<file path="src/rtl/triangle_shared_edge_detect_assert.svh">
// assertion macros for the triangle shared edge detector
`ifndef TRIANGLE_SHARED_EDGE_DETECT_ASSERT_SVH
`define TRIANGLE_SHARED_EDGE_DETECT_ASSERT_SVH
`ifndef ASSERT_OFF
`define TSED_ASSERT(lbl, clk, rst_n, prop) \
    lbl: assert property (@(posedge clk) disable iff (!rst_n) prop) \
        else $error("tsed assertion failed");
`define TSED_ASSERT_NEVER(lbl, clk, rst_n, cond) \
    `TSED_ASSERT(lbl, clk, rst_n, !(cond))
`else
`define TSED_ASSERT(lbl, clk, rst_n, prop)
`define TSED_ASSERT_NEVER(lbl, clk, rst_n, cond)
`endif
`endif

</file>
<file path="src/rtl/tsed_pkg.sv">
package tsed_pkg;

    localparam int COORD_BITS = 16;
    localparam int VERT_W     = 48;
    localparam int PACK_W     = 3 * COORD_BITS;
    localparam int DIFF_W     = COORD_BITS + 1;
    localparam int SQ_W       = 2 * COORD_BITS + 1;
    localparam int SUM_W      = 2 * COORD_BITS + 2;
    localparam int NSTEP      = COORD_BITS + 1;
    localparam int DIST_W     = 17;

    typedef enum logic [1:0] {
        EDGE_V0V1 = 2'd0,
        EDGE_V1V2 = 2'd1,
        EDGE_V2V0 = 2'd2
    } t_edge;

    typedef struct packed {
        logic              adj;
        t_edge             first_edge;
        t_edge             second_edge;
        logic [VERT_W-1:0] first_mid;
        logic [VERT_W-1:0] second_mid;
    } t_side;

    function automatic t_edge edge_of(input logic [1:0] a, input logic [1:0] b);
        t_edge e;
        if ((a == 2'd0 && b == 2'd1) || (a == 2'd1 && b == 2'd0)) begin
            e = EDGE_V0V1;
        end else if ((a == 2'd1 && b == 2'd2) || (a == 2'd2 && b == 2'd1)) begin
            e = EDGE_V1V2;
        end else begin
            e = EDGE_V2V0;
        end
        return e;
    endfunction

endpackage

</file>
<file path="src/rtl/tsed_sqrt_cell.sv">
module tsed_sqrt_cell #(
    parameter int BIT_POS = 0
) (
    input  logic                         i_clk,
    input  logic                         i_rst_n,
    input  logic                         i_en,
    input  logic                         i_valid,
    input  logic [tsed_pkg::SUM_W-1:0]   i_rem,
    input  logic [tsed_pkg::SUM_W-1:0]   i_root,
    input  tsed_pkg::t_side              i_side,
    output logic                         o_valid,
    output logic [tsed_pkg::SUM_W-1:0]   o_rem,
    output logic [tsed_pkg::SUM_W-1:0]   o_root,
    output tsed_pkg::t_side              o_side
);

    localparam logic [tsed_pkg::SUM_W-1:0] BIT = tsed_pkg::SUM_W'(1) << BIT_POS;

    logic [tsed_pkg::SUM_W-1:0] trial;
    logic [tsed_pkg::SUM_W-1:0] n_rem;
    logic [tsed_pkg::SUM_W-1:0] n_root;
    logic                       r_valid;
    logic [tsed_pkg::SUM_W-1:0] r_rem;
    logic [tsed_pkg::SUM_W-1:0] r_root;
    tsed_pkg::t_side            r_side;

    // one restoring square root digit
    always_comb begin
        trial = i_root + BIT;
        if (i_rem >= trial) begin
            n_rem  = i_rem - trial;
            n_root = (i_root >> 1) + BIT;
        end else begin
            n_rem  = i_rem;
            n_root = i_root >> 1;
        end
    end

    always_ff @(posedge i_clk) begin
        if (!i_rst_n) begin
            r_valid <= 1'b0;
        end else if (i_en) begin
            r_valid <= i_valid;
        end
    end

    always_ff @(posedge i_clk) begin
        if (i_en) begin
            r_rem  <= n_rem;
            r_root <= n_root;
            r_side <= i_side;
        end
    end

    assign o_valid = r_valid;
    assign o_rem   = r_rem;
    assign o_root  = r_root;
    assign o_side  = r_side;

endmodule

</file>
<file path="config.mk">
export PLATFORM = sky130hd
export DESIGN_NAME = tsed_sqrt_cell
export DESIGN_NICKNAME = d
export VERILOG_FILES = /design/src/rtl/triangle_shared_edge_detect_assert.svh /design/src/rtl/tsed_pkg.sv /design/src/rtl/tsed_sqrt_cell.sv
export SDC_FILE = /design/constraint.sdc
export NUM_CORES = 1
export LEC_CHECK = 0
export ABC_AREA = 1
export BUFFER_PORTS_ARGS = -buffer_cell sky130_fd_sc_hd__buf_2
export CORE_UTILIZATION = 51
export DETAILED_ROUTE_END_ITERATION = 8
export PLACE_DENSITY = 0.9
export SYNTH_ARGS = -nofsm -noshare
export SYNTH_HDL_FRONTEND = slang
export SYNTH_SLANG_ARGS = --single-unit
</file>
<file path="constraint.sdc">
create_clock -name i_clk -period 4.2 [get_ports i_clk]
set_clock_uncertainty 0.15 [all_clocks]
set_input_delay 0.84 -clock i_clk [delete_from_list [all_inputs] [get_ports i_clk]]
set_output_delay 0.84 -clock i_clk [all_outputs]
set_load 0.02 [all_outputs]
</file>
Word-level counts from Yosys, hierarchy flattened. Index checks and enable logic that the tools add are counted.

Add/subtract/negate cells: 3. Multiplexer cells: 2. Order comparisons: 1.

Operator list (count): 33-bit by 1-bit adder with 34-bit output (second input constant) (1); 34-bit by 1-bit adder with 34-bit output (second input constant) (1); 34-bit greater-or-equal comparator (1); 34-bit two-way mux (1); 34-bit subtractor (1); 33-bit two-way mux (1).

Input bits: 173. Register bits: 170. Word-level logic and storage cells: 15. Output and inout port bits: 170.

Logic depth before layout (Yosys ltp).
Word-level depth: 3. Depth in mapped cells: 24. Gate-level depth less buffers: 23.

Worst setup path before layout. OpenSTA, ideal clock, no wires.

Path kind: input-to-reg. Start: input i_root[1] (netlist bit). End: register r_root (netlist bit o_root[23]), data pin. Slack: 0.455 ns. Arrival time: 3.343 ns. Stages: 22. Buffers on the path: 2. Data required time: 3.798 ns. Library setup time: 0.252 ns. Path through: ha_1 nand3_2 nor2_2 inv_2 nor2_2 inv_2 nor2_1 nand2_1 xor2_1 ha_1 nand2_1 inv_1 a21oi_1 nand2_1 nand2_1 nand3_2 nor2_4 nand2_8 buf_6 buf_8 nand2_1 nand2_1.

Longest elaborated chain between the ends: 3. Elaborated cells on any way between the ends: 4. Those cells by class: 2 x add/sub; 1 x order compare; 1 x mux.

RTL lines: start, declared (line tsed_sqrt_cell.sv:9) `input logic [tsed_pkg::SUM_W-1:0] i_root,`; 34-bit by 1-bit adder with 34-bit output (line tsed_sqrt_cell.sv:29) `trial = i_root + BIT;`; 34-bit greater-or-equal comparator (line tsed_sqrt_cell.sv:30) `if (i_rem >= trial) begin`; 33-bit two-way mux * (line tsed_sqrt_cell.sv:30); named net n_root, one bit (line tsed_sqrt_cell.sv:21) `logic [tsed_pkg::SUM_W-1:0] n_root;`; end signal, assigned (line tsed_sqrt_cell.sv:50) `r_root <= n_root;`; end, declared (line tsed_sqrt_cell.sv:24) `logic [tsed_pkg::SUM_W-1:0] r_root;`.

Mark *: on every way through the listed nets, which the timed path passes. The rest lies on a longest branch. A chain may end at the register's enable or synchronous reset.

Final worst setup path.
Start: input i_root[1] (netlist bit). End: register r_root (netlist bit o_root[9]), data pin.

Same word-level chain as after synthesis.

==> flow_metrics.env <==
export IMPL_outcome="finished, final reports clean"
export IMPL_final_hold_violation_count=0
export IMPL_setup_viol_count_final=0
export IMPL_hpwl_um=28100
export IMPL_comb_power_share_pct=25.3
export IMPL_final_common_cell="nand2_1"
export IMPL_start_util_pct=52.2
export IMPL_cts_path_max_buffers=2
export IMPL_postCtsSetupRepairBufs=0
export IMPL_crit_arrival_ns=3.93
export IMPL_vdd_drop_max_uv=255
export IMPL_worstSkewPairLatency_ns=0.43
export IMPL_max_slew_worst_pin_slew_ns=0.624
export IMPL_ff_latch_area_mm2=0.00509
export IMPL_slew_headroom_pct=58.4
export IMPL_cts_root_buf="clkbuf_16"
export IMPL_rsz0062_at_grt="no"
export IMPL_cts_tree="built"
export IMPL_nFillCells=1517
export IMPL_cts_repair_resized=0
export IMPL_switchingPower_mw=1.73
export IMPL_routed_wirelength_um=34900
export IMPL_swShare_pct=34.1
export IMPL_grt_max_degree=79
export IMPL_track_usage_pct=35.5
export IMPL_synth_area_mm2=0.00980
export IMPL_antenna_diode_count=0
export IMPL_power_leakage_nw=6.43
export IMPL_maxSlewViolCount=0
export IMPL_timing_final_crit_period_ns=3.92
export IMPL_ys_ff_latch=170
export IMPL_pwr_share_clk_pct=32.6
export IMPL_clock_fmax_ghz=0.255
export IMPL_htreeDepth=4
export IMPL_placed_area_mm2=0.0124
export IMPL_dr_pass1_iters=6
export IMPL_vias=9353
export IMPL_antenna_found_initial=2
export IMPL_drt_vias_per_instance=5.19
export IMPL_stdcell_area_mm2=0.0131
export IMPL_rows=50
export IMPL_synth_cell_types=37
export IMPL_ys_warn_count=0
export IMPL_syn_inst=1118
export IMPL_first_global_vias=9167
export IMPL_fin_crit_sh_pct=93.2
export IMPL_die_h_um=141
export IMPL_area_growth_pct=33.3
export IMPL_avgSynthCellArea_um2=8.76
export IMPL_fin_util_pct=69.6
export IMPL_multi_input_area_mm2=0.00404
export IMPL_end_kind="flip-flop"
export IMPL_drt_iter0_markers=686
export IMPL_cts_hold_fix_buffers=0
export IMPL_grt_overflow_total=0
export IMPL_drt_wirelength_per_cell_um=19.4
export IMPL_die_w_um=141
export IMPL_power_density_mw_per_mm2=388
export IMPL_seqPwrFrac_pct=42.1
export IMPL_drc=0
export IMPL_gp_congestion=0.953
export IMPL_synth_fp_nets=1328
export IMPL_synth_seq_area_share_pct=52.0
export IMPL_cp_max_fo=45
export IMPL_internal_power_mw=3.34
export IMPL_mostFrequentLayoutCells="nand2_1 (384), buf_2 (341), edfxtp_1 (169)"
export IMPL_cts_sinks=170
export IMPL_grt_pass1_wl_um=51300
export IMPL_die_area_mm2=0.0198
export IMPL_ant_nets=0
export IMPL_numCtsBuffers=17
export IMPL_design_power_total_mw=5.07
export IMPL_coreArea_mm2=0.0188
export IMPL_clkTransAtPathRegs_ns=0.08
export IMPL_io_pins=343
export IMPL_path_class="in2reg"
export IMPL_start_kind="input pin"
export IMPL_nNetsFinal=1765
export IMPL_portBuffers=342
export IMPL_drive_gt1_share_pct=31.3
export IMPL_worstPathRequired_ns=4.22
export IMPL_cap_violations=0
export IMPL_holdCritPathClass="reg2reg"
-- synthesized netlist by cell type --
cell type  instances  share of area [%]
buf_8              1               0.15
o21bai_1           4               0.31
nand3_4            1               0.18
ha_1              36                4.6
nand3b_1           7               0.54
and3_1             1              0.064
buf_6              1               0.11
a21oi_2            1              0.089
xor2_1            72                6.4
nand3_2            4               0.41
nand4_1           12               0.77
nor3_1            23                1.2
edfxtp_1         169                 52
inv_2              2              0.077
dfxtp_1            1               0.20
nor4_1             3               0.19
nor3_2             3               0.31
nor2_4             1               0.11
o21ai_1            3               0.15
xnor2_1            4               0.36
nor2_2             7               0.45
buf_2             10               0.51
nand2_8            1               0.20
buf_4              2               0.15
inv_4              1              0.064
o21ai_0           45                2.3
nand2_4            1               0.11
and2_1             1              0.064
clkinv_1           1              0.038
fa_1               1               0.20
nand2_1          384                 15
nor2_1            89                3.4
a21oi_1           26                1.3
nand3_1           47                2.4
nand2_2            4               0.26
nor3b_1            1              0.077
inv_1            148                5.7
-- kinds of logic after synthesis --
group	share of synthesized area (%)
flops	52.0
buf+inv	6.78
fa+ha+maj	4.80
xor+xnor	6.80
compound gates	4.18
simple gates	25.4
-- per-layer routing --
metal	routed length (um)	part of all wire [%]	GRT usage (%)	vias up
met1	13000	37	40.5	4323
met2	17600	51	63.7	428
li1	-	-	-	4508
met5	22	0.063	0	-
met4	1490	4.3	14.8	4
met3	2770	7.9	8.46	90
-- worst paths after layout --
path	start	depth (start not counted)	slack, ns	to
worst max register to register	o_valid$_SDFFE_PN0P_	2	3.40	o_valid$_SDFFE_PN0P_
worst max-delay path	i_root[1]	21	0.28	o_root[9]$_DFFE_PP_
worst min register to register	o_valid$_SDFFE_PN0P_	2	0.41	o_valid$_SDFFE_PN0P_
worst min-delay path	o_valid$_SDFFE_PN0P_	2	0.41	o_valid$_SDFFE_PN0P_
-- power groups by stage --
stage,Sequential [mW],Clock [mW],Combinational [mW]
2_1_floorplan,2.39,0,0.492
3_3_place_gp,2.17,0,1.24
3_5_place_dp,2.17,0,1.27
4_1_cts,2.13,1.68,1.28
5_1_grt,2.15,1.73,1.38
6_report,2.13,1.65,1.28
-- cell type report --
type                       instances  area share (%)
sequential                       170            39.0
clock buffer                      17            3.26
multi-input combinational        782            30.9
inverter                         152            4.39
tap                              234            2.24
clock inverter                    15            1.58
timing repair buffer             432            18.6
-- through the flow --
step | hold WS (ns) | instances | setup TNS (ns) | worst slack, ns
CTS | 0.404 | 1802 | 0 | 0.329
detailed placement | 0.386 | 1770 | -3.22 | -0.123
global placement | 0.378 | 1770 | -3.56 | -0.136
finish | 0.411 | 1802 | 0 | 0.284
global route | 0.409 | 1802 | 0 | 0.0344
floorplan | 0.456 | 1118 | 0 | 0.455
-- worst max-delay path, cell delays in order --
cell,delay [ns]
buf_2,0.09
ha_1,0.29
nand3_2,0.13
nor2_2,0.12
inv_2,0.07
nor2_2,0.11
inv_2,0.06
nor2_2,0.13
xor2_1,0.20
o21ai_0,0.16
ha_1,0.42
nand2_2,0.11
nor2_1,0.22
nand2_1,0.12
nor2_1,0.15
nand2_1,0.09
nand3_2,0.09
nor2_4,0.05
nand2_8,0.10
buf_12,0.20
o21ai_0,0.16
-- registers in the layout, indices dropped and copies added (netlist names) --
register  count
o_rem        34
o_root       34
o_side      101
o_valid       1
No activity file was read; power rests on OpenSTA's default activity.
