### config.mk
export PLATFORM = sky130hd
export DESIGN_NAME = tsed_front
export DESIGN_NICKNAME = d
export VERILOG_FILES = /design/src/rtl/triangle_shared_edge_detect_assert.svh /design/src/rtl/tsed_pkg.sv /design/src/rtl/tsed_front.sv
export SDC_FILE = /design/constraint.sdc
export NUM_CORES = 1
export LEC_CHECK = 0
export BUFFER_PORTS_ARGS = -buffer_cell sky130_fd_sc_hd__buf_2
export CAP_MARGIN = 30
export CELL_PAD_IN_SITES_DETAIL_PLACEMENT = 0
export CELL_PAD_IN_SITES_GLOBAL_PLACEMENT = 1
export CORE_MARGIN = 4
export CORE_UTILIZATION = 40
export DETAILED_ROUTE_END_ITERATION = 8
export PLACE_DENSITY = 0.84
export SLEW_MARGIN = 20
export SYNTH_ARGS = -nofsm -noshare
export SYNTH_HDL_FRONTEND = slang
export SYNTH_SLANG_ARGS = --single-unit
### constraint.sdc
create_clock -name i_clk -period 14.3 [get_ports i_clk]
set_clock_uncertainty 0.2 [all_clocks]
set_input_delay 2.86 -clock i_clk [delete_from_list [all_inputs] [get_ports i_clk]]
set_output_delay 2.86 -clock i_clk [all_outputs]
set_load 0.02 [all_outputs]
### src/rtl/triangle_shared_edge_detect_assert.svh
// assertion macros for the triangle shared edge detector
`ifndef TRIANGLE_SHARED_EDGE_DETECT_ASSERT_SVH
`define TRIANGLE_SHARED_EDGE_DETECT_ASSERT_SVH
`ifndef ASSERT_OFF
`define TSED_ASSERT(lbl, clk, rst_n, prop) \
    lbl: assert property (@(posedge clk) disable iff (!rst_n) prop) \
        else $error("tsed assertion failed");
`define TSED_ASSERT_NEVER(lbl, clk, rst_n, cond) \
    `TSED_ASSERT(lbl, clk, rst_n, !(cond))
`else
`define TSED_ASSERT(lbl, clk, rst_n, prop)
`define TSED_ASSERT_NEVER(lbl, clk, rst_n, cond)
`endif
`endif

### src/rtl/tsed_pkg.sv
package tsed_pkg;

    localparam int COORD_BITS = 16;
    localparam int VERT_W     = 48;
    localparam int PACK_W     = 3 * COORD_BITS;
    localparam int DIFF_W     = COORD_BITS + 1;
    localparam int SQ_W       = 2 * COORD_BITS + 1;
    localparam int SUM_W      = 2 * COORD_BITS + 2;
    localparam int NSTEP      = COORD_BITS + 1;
    localparam int DIST_W     = 17;

    typedef enum logic [1:0] {
        EDGE_V0V1 = 2'd0,
        EDGE_V1V2 = 2'd1,
        EDGE_V2V0 = 2'd2
    } t_edge;

    typedef struct packed {
        logic              adj;
        t_edge             first_edge;
        t_edge             second_edge;
        logic [VERT_W-1:0] first_mid;
        logic [VERT_W-1:0] second_mid;
    } t_side;

    function automatic t_edge edge_of(input logic [1:0] a, input logic [1:0] b);
        t_edge e;
        if ((a == 2'd0 && b == 2'd1) || (a == 2'd1 && b == 2'd0)) begin
            e = EDGE_V0V1;
        end else if ((a == 2'd1 && b == 2'd2) || (a == 2'd2 && b == 2'd1)) begin
            e = EDGE_V1V2;
        end else begin
            e = EDGE_V2V0;
        end
        return e;
    endfunction

endpackage

### src/rtl/tsed_front.sv
module tsed_front (
    input  logic                                       i_clk,
    input  logic                                       i_rst_n,
    input  logic                                       i_en,
    input  logic                                       i_valid,
    input  logic [tsed_pkg::VERT_W-1:0]                i_p0,
    input  logic [tsed_pkg::VERT_W-1:0]                i_p1,
    input  logic [tsed_pkg::VERT_W-1:0]                i_p2,
    input  logic [tsed_pkg::VERT_W-1:0]                i_q0,
    input  logic [tsed_pkg::VERT_W-1:0]                i_q1,
    input  logic [tsed_pkg::VERT_W-1:0]                i_q2,
    input  logic [tsed_pkg::VERT_W-1:0]                i_c1,
    input  logic [tsed_pkg::VERT_W-1:0]                i_c2,
    output logic                                       o_valid,
    output tsed_pkg::t_side                            o_side,
    output logic [2:0][tsed_pkg::DIFF_W-1:0]           o_diff
);

    localparam int C = tsed_pkg::COORD_BITS;

    function automatic logic [tsed_pkg::PACK_W-1:0] pick(
        input logic [1:0]                  sel,
        input logic [tsed_pkg::PACK_W-1:0] a,
        input logic [tsed_pkg::PACK_W-1:0] b,
        input logic [tsed_pkg::PACK_W-1:0] c
    );
        logic [tsed_pkg::PACK_W-1:0] r;
        case (sel)
            2'd0:    r = a;
            2'd1:    r = b;
            2'd2:    r = c;
            default: r = '0;
        endcase
        return r;
    endfunction

    function automatic logic [tsed_pkg::VERT_W-1:0] midpoint(
        input logic [tsed_pkg::PACK_W-1:0] a,
        input logic [tsed_pkg::PACK_W-1:0] b
    );
        logic [tsed_pkg::VERT_W-1:0] r;
        logic [C:0]                  s;
        r = '0;
        for (int k = 0; k < 3; k++) begin
            s = {a[k*C + C - 1], a[k*C +: C]} + {b[k*C + C - 1], b[k*C +: C]};
            r[k*C +: C] = s[C:1];
        end
        return r;
    endfunction

    logic [2:0][tsed_pkg::PACK_W-1:0] p;
    logic [2:0][tsed_pkg::PACK_W-1:0] q;
    logic [2:0][2:0]                  eq;
    logic                             have1;
    logic                             adj;
    logic                             found;
    logic [1:0]                       f1, s1, f2, s2;
    tsed_pkg::t_side                  n_side;
    logic [2:0][tsed_pkg::DIFF_W-1:0] n_diff;
    logic                             r_valid;
    tsed_pkg::t_side                  r_side;
    logic [2:0][tsed_pkg::DIFF_W-1:0] r_diff;

    assign p = {i_p2[tsed_pkg::PACK_W-1:0], i_p1[tsed_pkg::PACK_W-1:0],
                i_p0[tsed_pkg::PACK_W-1:0]};
    assign q = {i_q2[tsed_pkg::PACK_W-1:0], i_q1[tsed_pkg::PACK_W-1:0],
                i_q0[tsed_pkg::PACK_W-1:0]};

    // ordered scan, each first vertex claims the first free match
    always_comb begin
        have1 = 1'b0;
        adj   = 1'b0;
        found = 1'b0;
        f1    = 2'd0;
        s1    = 2'd0;
        f2    = 2'd0;
        s2    = 2'd0;
        for (int i = 0; i < 3; i++) begin
            for (int j = 0; j < 3; j++) begin
                eq[i][j] = (p[i] == q[j]);
            end
        end
        for (int i = 0; i < 3; i++) begin
            found = 1'b0;
            if (!adj) begin
                for (int j = 0; j < 3; j++) begin
                    if (!found && !(have1 && s1 == 2'(j)) && eq[i][j]) begin
                        found = 1'b1;
                        if (have1) begin
                            f2  = 2'(i);
                            s2  = 2'(j);
                            adj = 1'b1;
                        end else begin
                            f1    = 2'(i);
                            s1    = 2'(j);
                            have1 = 1'b1;
                        end
                    end
                end
            end
        end
        n_side = '0;
        if (adj) begin
            n_side.adj         = 1'b1;
            n_side.first_edge  = tsed_pkg::edge_of(f1, f2);
            n_side.second_edge = tsed_pkg::edge_of(s1, s2);
            n_side.first_mid   = midpoint(pick(f1, p[0], p[1], p[2]),
                                          pick(f2, p[0], p[1], p[2]));
            n_side.second_mid  = midpoint(pick(s1, q[0], q[1], q[2]),
                                          pick(s2, q[0], q[1], q[2]));
        end
        for (int k = 0; k < 3; k++) begin
            n_diff[k] = {i_c1[k*C + C - 1], i_c1[k*C +: C]}
                      - {i_c2[k*C + C - 1], i_c2[k*C +: C]};
        end
    end

    always_ff @(posedge i_clk) begin
        if (!i_rst_n) begin
            r_valid <= 1'b0;
        end else if (i_en) begin
            r_valid <= i_valid;
        end
    end

    always_ff @(posedge i_clk) begin
        if (i_en) begin
            r_side <= n_side;
            r_diff <= n_diff;
        end
    end

    assign o_valid = r_valid;
    assign o_side  = r_side;
    assign o_diff  = r_diff;

endmodule

After elaboration in Yosys (flattened, before gate mapping). Cells that the tools add are included.

Reductions and logical operators: 53. Equality and inequality tests: 22. Bitwise operators: 1. Muxes and demuxes: 123. Add/sub/neg operators: 9.

Operators by type and width (count): one-hot mux 48 bit (3 select lines) (4); == test 48 bit (9); two-way mux 48 bit (4); two-way mux 2 bit (67); adder 16 x 16 -> 17 bit (6); two-way mux 101 bit (1); subtractor 16 x 16 -> 17 bit (3); two-way mux 1 bit (47); logical AND 1 bit (28); == test 2 bit (second input constant) (7); logical NOT 1 bit (13); == test 2 x 1 -> 1 bit (second input constant) (6); logical NOT 2 bit (6); logical OR 1 bit (4); OR reduction 2 bit (2); inverter 1 bit (1).

Flip-flop bits (word level): 153. Word-level logic and storage cells: 217. Input port bits: 388. Output and inout port bits: 153.

Longest topological paths before layout. Gate-level depths: netlist of run 1.

Word-level depth: 57. Depth in mapped cells: 32. Depth with buffers taken out: 27.

Worst setup path before layout of run 1. Ideal clock, no wire load.

Kind: input -> register. Start: input port i_p1[14] in the netlist's numbering. End: register r_side, in the netlist o_side[93], data pin. Setup slack: 5695 ps. Path buffers: 3. Data arrival time: 8137 ps. Cell stages on the path: 28. Path through: clkbuf_1 -> xnor2_1 -> nand4_1 -> nor4_1 -> nand3_1 -> or3_1 -> o2bb2ai_2 -> o21ai_2 -> clkbuf_1 -> buf_1 -> mux2i_1 -> o21ai_0 -> fa_1 -> a21o_1 -> a21oi_1 -> o21bai_1 -> a21oi_1 -> o21bai_1 -> a21oi_1 -> o21bai_1 -> a21oi_1 -> o21bai_1 -> a21oi_1 -> nor2b_1 -> o21ai_0 -> nand2b_1 -> nor2_1 -> nor3b_1.

Cells in the longest elaborated chain, start to end: 42. Elaborated cells between the ends (all ways): 116. Those cells by class: add/sub (1); eq/ne (11); mux (77); reduce/logical (27).

RTL lines: from (decl) (RTL line tsed_front.sv:7) `input logic [tsed_pkg::VERT_W-1:0] i_p1,`; == test 48 bit (RTL line tsed_front.sv:80) `eq[i][j] = (p[i] == q[j]);`; logical AND 1 bit (RTL line tsed_front.sv:87) `if (!found && !(have1 && s1 == 2'(j)) && eq[i][j]) begin`; two-way mux 2 bit (RTL line tsed_front.sv:87); two-way mux 2 bit (RTL line tsed_front.sv:85) `if (!adj) begin`; == test 2 x 1 -> 1 bit (RTL line tsed_front.sv:87); logical AND 1 bit (RTL line tsed_front.sv:87); logical NOT 1 bit (RTL line tsed_front.sv:87); logical AND 1 bit (2 in a row) (RTL line tsed_front.sv:87); (+24 left out); logical NOT 1 bit (RTL line tsed_front.sv:87); logical AND 1 bit (2 in a row) (RTL line tsed_front.sv:87); two-way mux 2 bit (RTL line tsed_front.sv:87); two-way mux 2 bit (RTL line tsed_front.sv:85); == test 2 bit, or another cell as far along (RTL line tsed_front.sv:28) `case (sel)`; one-hot mux 48 bit (3 select lines) (RTL line tsed_front.sv:28); two-way mux 48 bit (RTL line tsed_front.sv:103) `if (adj) begin`; adder 16 x 16 -> 17 bit (RTL line tsed_front.sv:45) `s = {a[k*C + C - 1], a[k*C +: C]} + {b[k*C + C - 1], b[k*C +: C]};`; to (signal assigned) (RTL line tsed_front.sv:128) `r_side <= n_side;`; to (decl) (RTL line tsed_front.sv:61) `tsed_pkg::t_side r_side;`.

Several ways; a longest one is shown, not always the timed one. The select of a mux whose other input is x is not followed. A chain may end at the register's enable or synchronous reset.

Worst setup path after layout of run 1.
Start: input port i_p0[28] in the netlist's numbering. End: register r_side, in the netlist o_side[45], data pin.

Cells in the longest elaborated chain, start to end: 55. Elaborated cells between the ends (all ways): 134. Those cells by class: add/sub (1); eq/ne (12); mux (84); reduce/logical (37).

RTL lines: from (decl) (RTL line tsed_front.sv:6) `input logic [tsed_pkg::VERT_W-1:0] i_p0,`; == test 48 bit (RTL line tsed_front.sv:80); two-way mux 1 bit (RTL line tsed_front.sv:87); logical NOT 1 bit (RTL line tsed_front.sv:87); logical AND 1 bit (RTL line tsed_front.sv:87); two-way mux 1 bit (RTL line tsed_front.sv:87); == test 2 bit (RTL line tsed_front.sv:87); logical AND 1 bit (RTL line tsed_front.sv:87); logical NOT 1 bit (RTL line tsed_front.sv:87); (+38 left out); logical NOT 1 bit (RTL line tsed_front.sv:87); logical AND 1 bit (2 in a row) (RTL line tsed_front.sv:87); two-way mux 2 bit (RTL line tsed_front.sv:87); two-way mux 2 bit (RTL line tsed_front.sv:85); == test 2 bit, or another cell as far along (RTL line tsed_front.sv:28); one-hot mux 48 bit (3 select lines) (RTL line tsed_front.sv:28); two-way mux 48 bit (RTL line tsed_front.sv:103); adder 16 x 16 -> 17 bit (RTL line tsed_front.sv:45).

Several ways; a longest one is shown, not always the timed one. The select of a mux whose other input is x is not followed.

==> impl_metrics.env, run 1 <==
export IMPL_status="complete, no violations"
export IMPL_cp_max_fo=34
export IMPL_viasPerCell=5.91
export IMPL_synth_edf_count=152
export IMPL_hp_start="o_valid"
export IMPL_fin_setup_tns_ps=0
export IMPL_multi_input_area_mm2=0.0138
export IMPL_layout_common_cells="buf_2, xnor2_1, nand2_1"
export IMPL_finalCoreUtilization_pct=46.4
export IMPL_regArea_mm2=0.00458
export IMPL_finalNonFillerCells=3454
export IMPL_drv_slew=0
export IMPL_cp_end_kind="flop"
export IMPL_period_share_pct=71.6
export IMPL_critPathLaunch="i_p0[28]"
export IMPL_core_area_mm2=0.0500
export IMPL_drt_iter0_drc=2301
export IMPL_async_reset_ff_share_pct=0
export IMPL_cts_sinks=153
export IMPL_ios=541
export IMPL_relSlewSlack_pct=21.6
export IMPL_grt_pass1_vias=19747
export IMPL_cts_resized_gates=0
export IMPL_required_ps=14310
export IMPL_firstDrtPassIters=9
export IMPL_dr_total_vias=20407
export IMPL_antenna_found_initial=13
export IMPL_path_buf_inv=3
export IMPL_r2r_start="o_valid"
export IMPL_syn_area_per_cell_um2=8.08
export IMPL_crit_type="input pin to flop"
export IMPL_dieWidth_um=233
export IMPL_grt_max_degree=83
export IMPL_ir_drop_mv=0.0519
export IMPL_post_cts_buffers=0
export IMPL_maxCapViolations=0
export IMPL_final_cell_area_mm2=0.0232
export IMPL_grt_ovfl_total=0
export IMPL_cp_arrival_ps=10260
export IMPL_syn_inst=2498
export IMPL_cts_root_buf="clkbuf_16"
export IMPL_critPathTopFamily="compound AO/OA/AOI/OAI gates"
export IMPL_routabilityCongestion=1.16
export IMPL_final_hold_viol_count=0
export IMPL_fp_dieArea_mm2=0.0541
export IMPL_drive_gt1_share_pct=22.1
export IMPL_cts_hold_buf=0
export IMPL_clk_pin_slew_ps=70
export IMPL_final_nets=3300
export IMPL_cp_start_kind="input pin"
export IMPL_die_h_um=233
export IMPL_ys_flop_type="edfxtp_1"
export IMPL_placed_cell_area_mm2=0.0226
export IMPL_route_detailed_drc=0
export IMPL_grt_usage_pct=38.1
export IMPL_ant_nets=0
export IMPL_fin_crit_ps=10250
export IMPL_dpl_cell_count=3418
export IMPL_netlist_area_mm2=0.0202
export IMPL_setup_viol=0
export IMPL_yosysSeqAreaShare_pct=22.7
export IMPL_port_buffers=540
export IMPL_mostFrequentLayoutCell="buf_2"
export IMPL_synth_cell_type_count=66
export IMPL_post_dp_hpwl_mm=89.7
export IMPL_critPathMaxStageDelay_ps=850
export IMPL_cts_tree="built"
export IMPL_insertion_delay_ps=480
export IMPL_cts_path_max_buffers=2
export IMPL_slowest_stage="a211oi_4"
export IMPL_num_fill_cells=5018
export IMPL_p_per_area_mw_per_mm2=75.3
export IMPL_grt_setup_unrepaired="no"
export IMPL_area_delta_synth_final_pct=14.9
export IMPL_drt_total_wl_mm=107
export IMPL_tightest_slew_ps=1180
export IMPL_rows=82
export IMPL_max_freq_mhz=97.6
export IMPL_h_tree_depth=4
export IMPL_start_util_pct=40.4
export IMPL_p_leak_uw=0.0101
export IMPL_ys_ff_latch=153
export IMPL_hold_class="flop to flop"
export IMPL_syn_nets=3033
export IMPL_critPathMostFrequentCell="a21oi_1"
export IMPL_grt_first_pass_wirelength_mm=146
export IMPL_drt_wirelength_per_cell_um=31.0
export IMPL_ys_warn_count=0
export IMPL_numCtsBuffers=17
-- layer usage --
metal,routed length (um),vias to the layer above,share of wire [%],track usage [%]
li1,-,9078,-,-
met1,40600,9735,38,45.7
met2,48800,1260,46,62.1
met3,9640,320,9.0,8.63
met4,7820,14,7.3,23.5
met5,104,-,0.097,0
-- per-stage QoR --
step	hold slack, ps	setup slack [ps]	power [uW]
6_report	319	4050	1750
3_3_place_gp	291	3880	1270
2_1_floorplan	389	5690	1010
4_1_cts	328	4400	1750
3_5_place_dp	312	3890	1280
5_1_grt	365	3670	1820
-- where the power goes --
group          internal [uW]  switching, uW
sequential               536           9.71
combinational            273            471
clock                    242            215
-- cells by family after synthesis --
group,after synthesis,share of synthesized area [%]
flip-flops,153,22.7
multiplexers,48,2.39
XOR/XNOR,530,23.0
buffers and inverters,464,9.33
adder cells (fa/ha/maj),147,9.45
AND/OR/NAND/NOR,718,17.4
AO/OA/AOI/OAI,438,15.7
-- registers in the layout, indices dropped and copies added (netlist names) --
register  flops
o_diff       51
o_side      101
o_valid       1
-- cell type report --
type	count	area share (%)
well taps	672	3.63
multi-input cells	1881	59.3
clock buffers	17	1.83
clock inverters	14	0.599
flip-flops and latches	153	19.8
diodes	5	0.0540
repair buffers	559	12.3
inverters	153	2.48
-- cell usage after synthesis (all sizes together), types with 56 or more instances --
master	count	area share, %
ha	138	8.6
o21ai	105	2.6
nand4	92	2.9
nand2	208	3.9
xor2	122	5.3
xnor2	408	18
buf	56	1.4
clkbuf	255	5.1
a21oi	89	2.2
nor2b	67	2.1
inv	153	2.8
nand3	66	1.7
edfxtp	152	23
nor2	152	2.8
-- worst register-to-register path, cell delays in order, from the launching register on --
cell and delay [ps]:
dfxtp_1 310, mux2i_1 120, nor2b_1 60
-- worst paths after layout --
check | depth (start not counted) | slack [ps] | end
hold reg to reg | 2 | 320 | o_valid
setup / recovery | 29 | 4050 | o_side[45]
setup reg to reg | 2 | 13510 | o_valid
hold / removal | 2 | 320 | o_valid
Power figures use the tool's default switching activity.
==> inputs of run 2 (changes only) <==
clock period = 9.8 ns   (was 14.3 ns; I/O delays follow)
==> impl_metrics.env, run 2 (same netlist as run 1, synthesis figures left out) <==
export IMPL_dr_wl_met3_mm=10.1
export IMPL_cts_sinks=153
export IMPL_largest_register_ffs=101
export IMPL_rows=82
export IMPL_num_fill_cells=4899
export IMPL_cp_max_fo=17
export IMPL_rr_endpoint="o_valid"
export IMPL_drive_gt1_share_pct=25.5
export IMPL_setup_viol=0
export IMPL_critPathMaxStageDelay_ps=900
export IMPL_grt_pass1_vias=20863
export IMPL_layout_common_cells="buf_2, xnor2_1, nand2_1"
export IMPL_drt_iter0_drc=3097
export IMPL_ios=541
export IMPL_route_detailed_drc=0
export IMPL_cp_arrival_ps=8770
export IMPL_core_area_mm2=0.0500
export IMPL_area_delta_synth_final_pct=20.2
export IMPL_period_share_pct=88.2
export IMPL_status="complete, no violations"
export IMPL_highest_layer="met5"
export IMPL_path_buf_inv=3
export IMPL_die_h_um=233
export IMPL_insertion_delay_ps=480
export IMPL_grt_first_pass_wirelength_mm=155
export IMPL_numCtsBuffers=17
export IMPL_routabilityCongestion=1.14
export IMPL_ir_drop_mv=0.0932
export IMPL_start_util_pct=40.4
export IMPL_slowest_stage="nor4_1"
export IMPL_tightest_slew_ps=993
export IMPL_multi_input_area_mm2=0.0138
export IMPL_hold_class="flop to flop"
export IMPL_cp_end_kind="flop"
export IMPL_port_buffers=540
export IMPL_relSlewSlack_pct=33.2
export IMPL_firstDrtPassIters=8
export IMPL_antenna_found_initial=5
export IMPL_post_cts_buffers=0
export IMPL_p_leak_uw=0.0108
export IMPL_dieWidth_um=233
export IMPL_ant_nets=0
export IMPL_final_nets=3425
export IMPL_r2r_start="o_valid"
export IMPL_maxCapViolations=0
export IMPL_cts_hold_buf=0
export IMPL_h_tree_depth=4
export IMPL_p_per_area_mw_per_mm2=111
export IMPL_cp_start_kind="input pin"
export IMPL_grt_max_degree=103
export IMPL_critPathMostFrequentCell="a21oi_1"
export IMPL_hold_path_endpoint="o_valid"
export IMPL_cts_root_buf="clkbuf_16"
export IMPL_cts_tree="built"
export IMPL_fp_dieArea_mm2=0.0541
export IMPL_mostFrequentLayoutCell="buf_2"
export IMPL_met1_length_mm=43.5
export IMPL_rrSetupSlack_ps=8990
export IMPL_required_ps=9920
export IMPL_viasPerCell=5.96
export IMPL_drv_slew=0
export IMPL_grt_setup_unrepaired="no"
export IMPL_drt_wirelength_per_cell_um=32.1
export IMPL_crit_type="input pin to flop"
export IMPL_fin_setup_tns_ps=0
export IMPL_dr_total_vias=21334
export IMPL_min_path_cells=2
export IMPL_ff2ff_path_depth=2
export IMPL_final_cell_area_mm2=0.0243
export IMPL_max_freq_mhz=116
export IMPL_hp_start="o_valid"
export IMPL_met2_length_mm=52.3
export IMPL_fin_crit_ps=8640
export IMPL_drt_total_wl_mm=115
export IMPL_clk_pin_slew_ps=70
export IMPL_placed_cell_area_mm2=0.0236
export IMPL_post_dp_hpwl_mm=96.9
export IMPL_grt_usage_pct=40.9
export IMPL_critPathTopFamily="compound AO/OA/AOI/OAI gates"
export IMPL_cts_resized_gates=0
export IMPL_grt_ovfl_total=0
export IMPL_regArea_mm2=0.00458
export IMPL_cts_path_max_buffers=2
export IMPL_final_hold_viol_count=0
[run 2: changes by cell type in the layout (fill, tap and decap cells not counted), sizes merged]
cell and delta:
buf +125, clkinvlp -1, inv +1, diode -3
bufinv +1
[run 2: final cells by class]
type / instances / share of cell area (%)
diodes: 2 / 0.0206
clock buffers: 17 / 1.75
clock inverters: 15 / 0.836
inverters: 153 / 2.37
multi-input cells: 1881 / 56.7
flip-flops and latches: 153 / 18.9
well taps: 672 / 3.47
repair buffers: 684 / 15.9
[run 2: worst max-delay path by stage]
stage	slack (ps)	start	depth (start not counted)	to
6_report	1160	i_p0[36]	30	o_side[15]
5_1_grt	980	i_p0[36]	30	o_side[15]
4_1_cts	1330	i_p0[36]	30	o_side[15]
3_5_place_dp	830	i_p0[36]	30	o_side[15]
3_3_place_gp	740	i_p0[36]	29	o_side[13]
2_1_floorplan	2090	i_p1[14]	28	o_side[93]
[run 2: tightest hold or removal path, stage by stage, from the launching register on]
cell and delay, ps:
dfxtp_1 310, mux2i_1 120, nor2b_1 60
[run 2: metrics by stage]
| step | setup slack [ps] | hold WS (ps) | cells | total power (uW) | utilization (%) |
|---|---|---|---|---|---|
| 6_report | 1160 | 339 | 3577 | 2700 | 48.5 |
| 5_1_grt | 985 | 379 | 3577 | 2790 | 48.5 |
| 2_1_floorplan | 2090 | 389 | 2498 | 1470 | - |
| 4_1_cts | 1330 | 346 | 3575 | 2680 | 48.5 |
| 3_3_place_gp | 739 | 289 | 3543 | 1930 | 47.3 |
| 3_5_place_dp | 830 | 336 | 3543 | 1940 | 47.3 |
[run 2: metal layers]
metal,GRT usage [%],vias to the layer above
met2,66.4,1461
met1,49.7,10192
li1,-,9315
met5,0,-
met3,7.80,360
met4,26.2,6
[run 2: where the power goes]
part,leakage (uW),total [uW],switching (uW),internal [uW]
sequential,0.00147,797,15.4,781
combinational,0.00903,1170,728,437
clock,0.000302,734,345,389
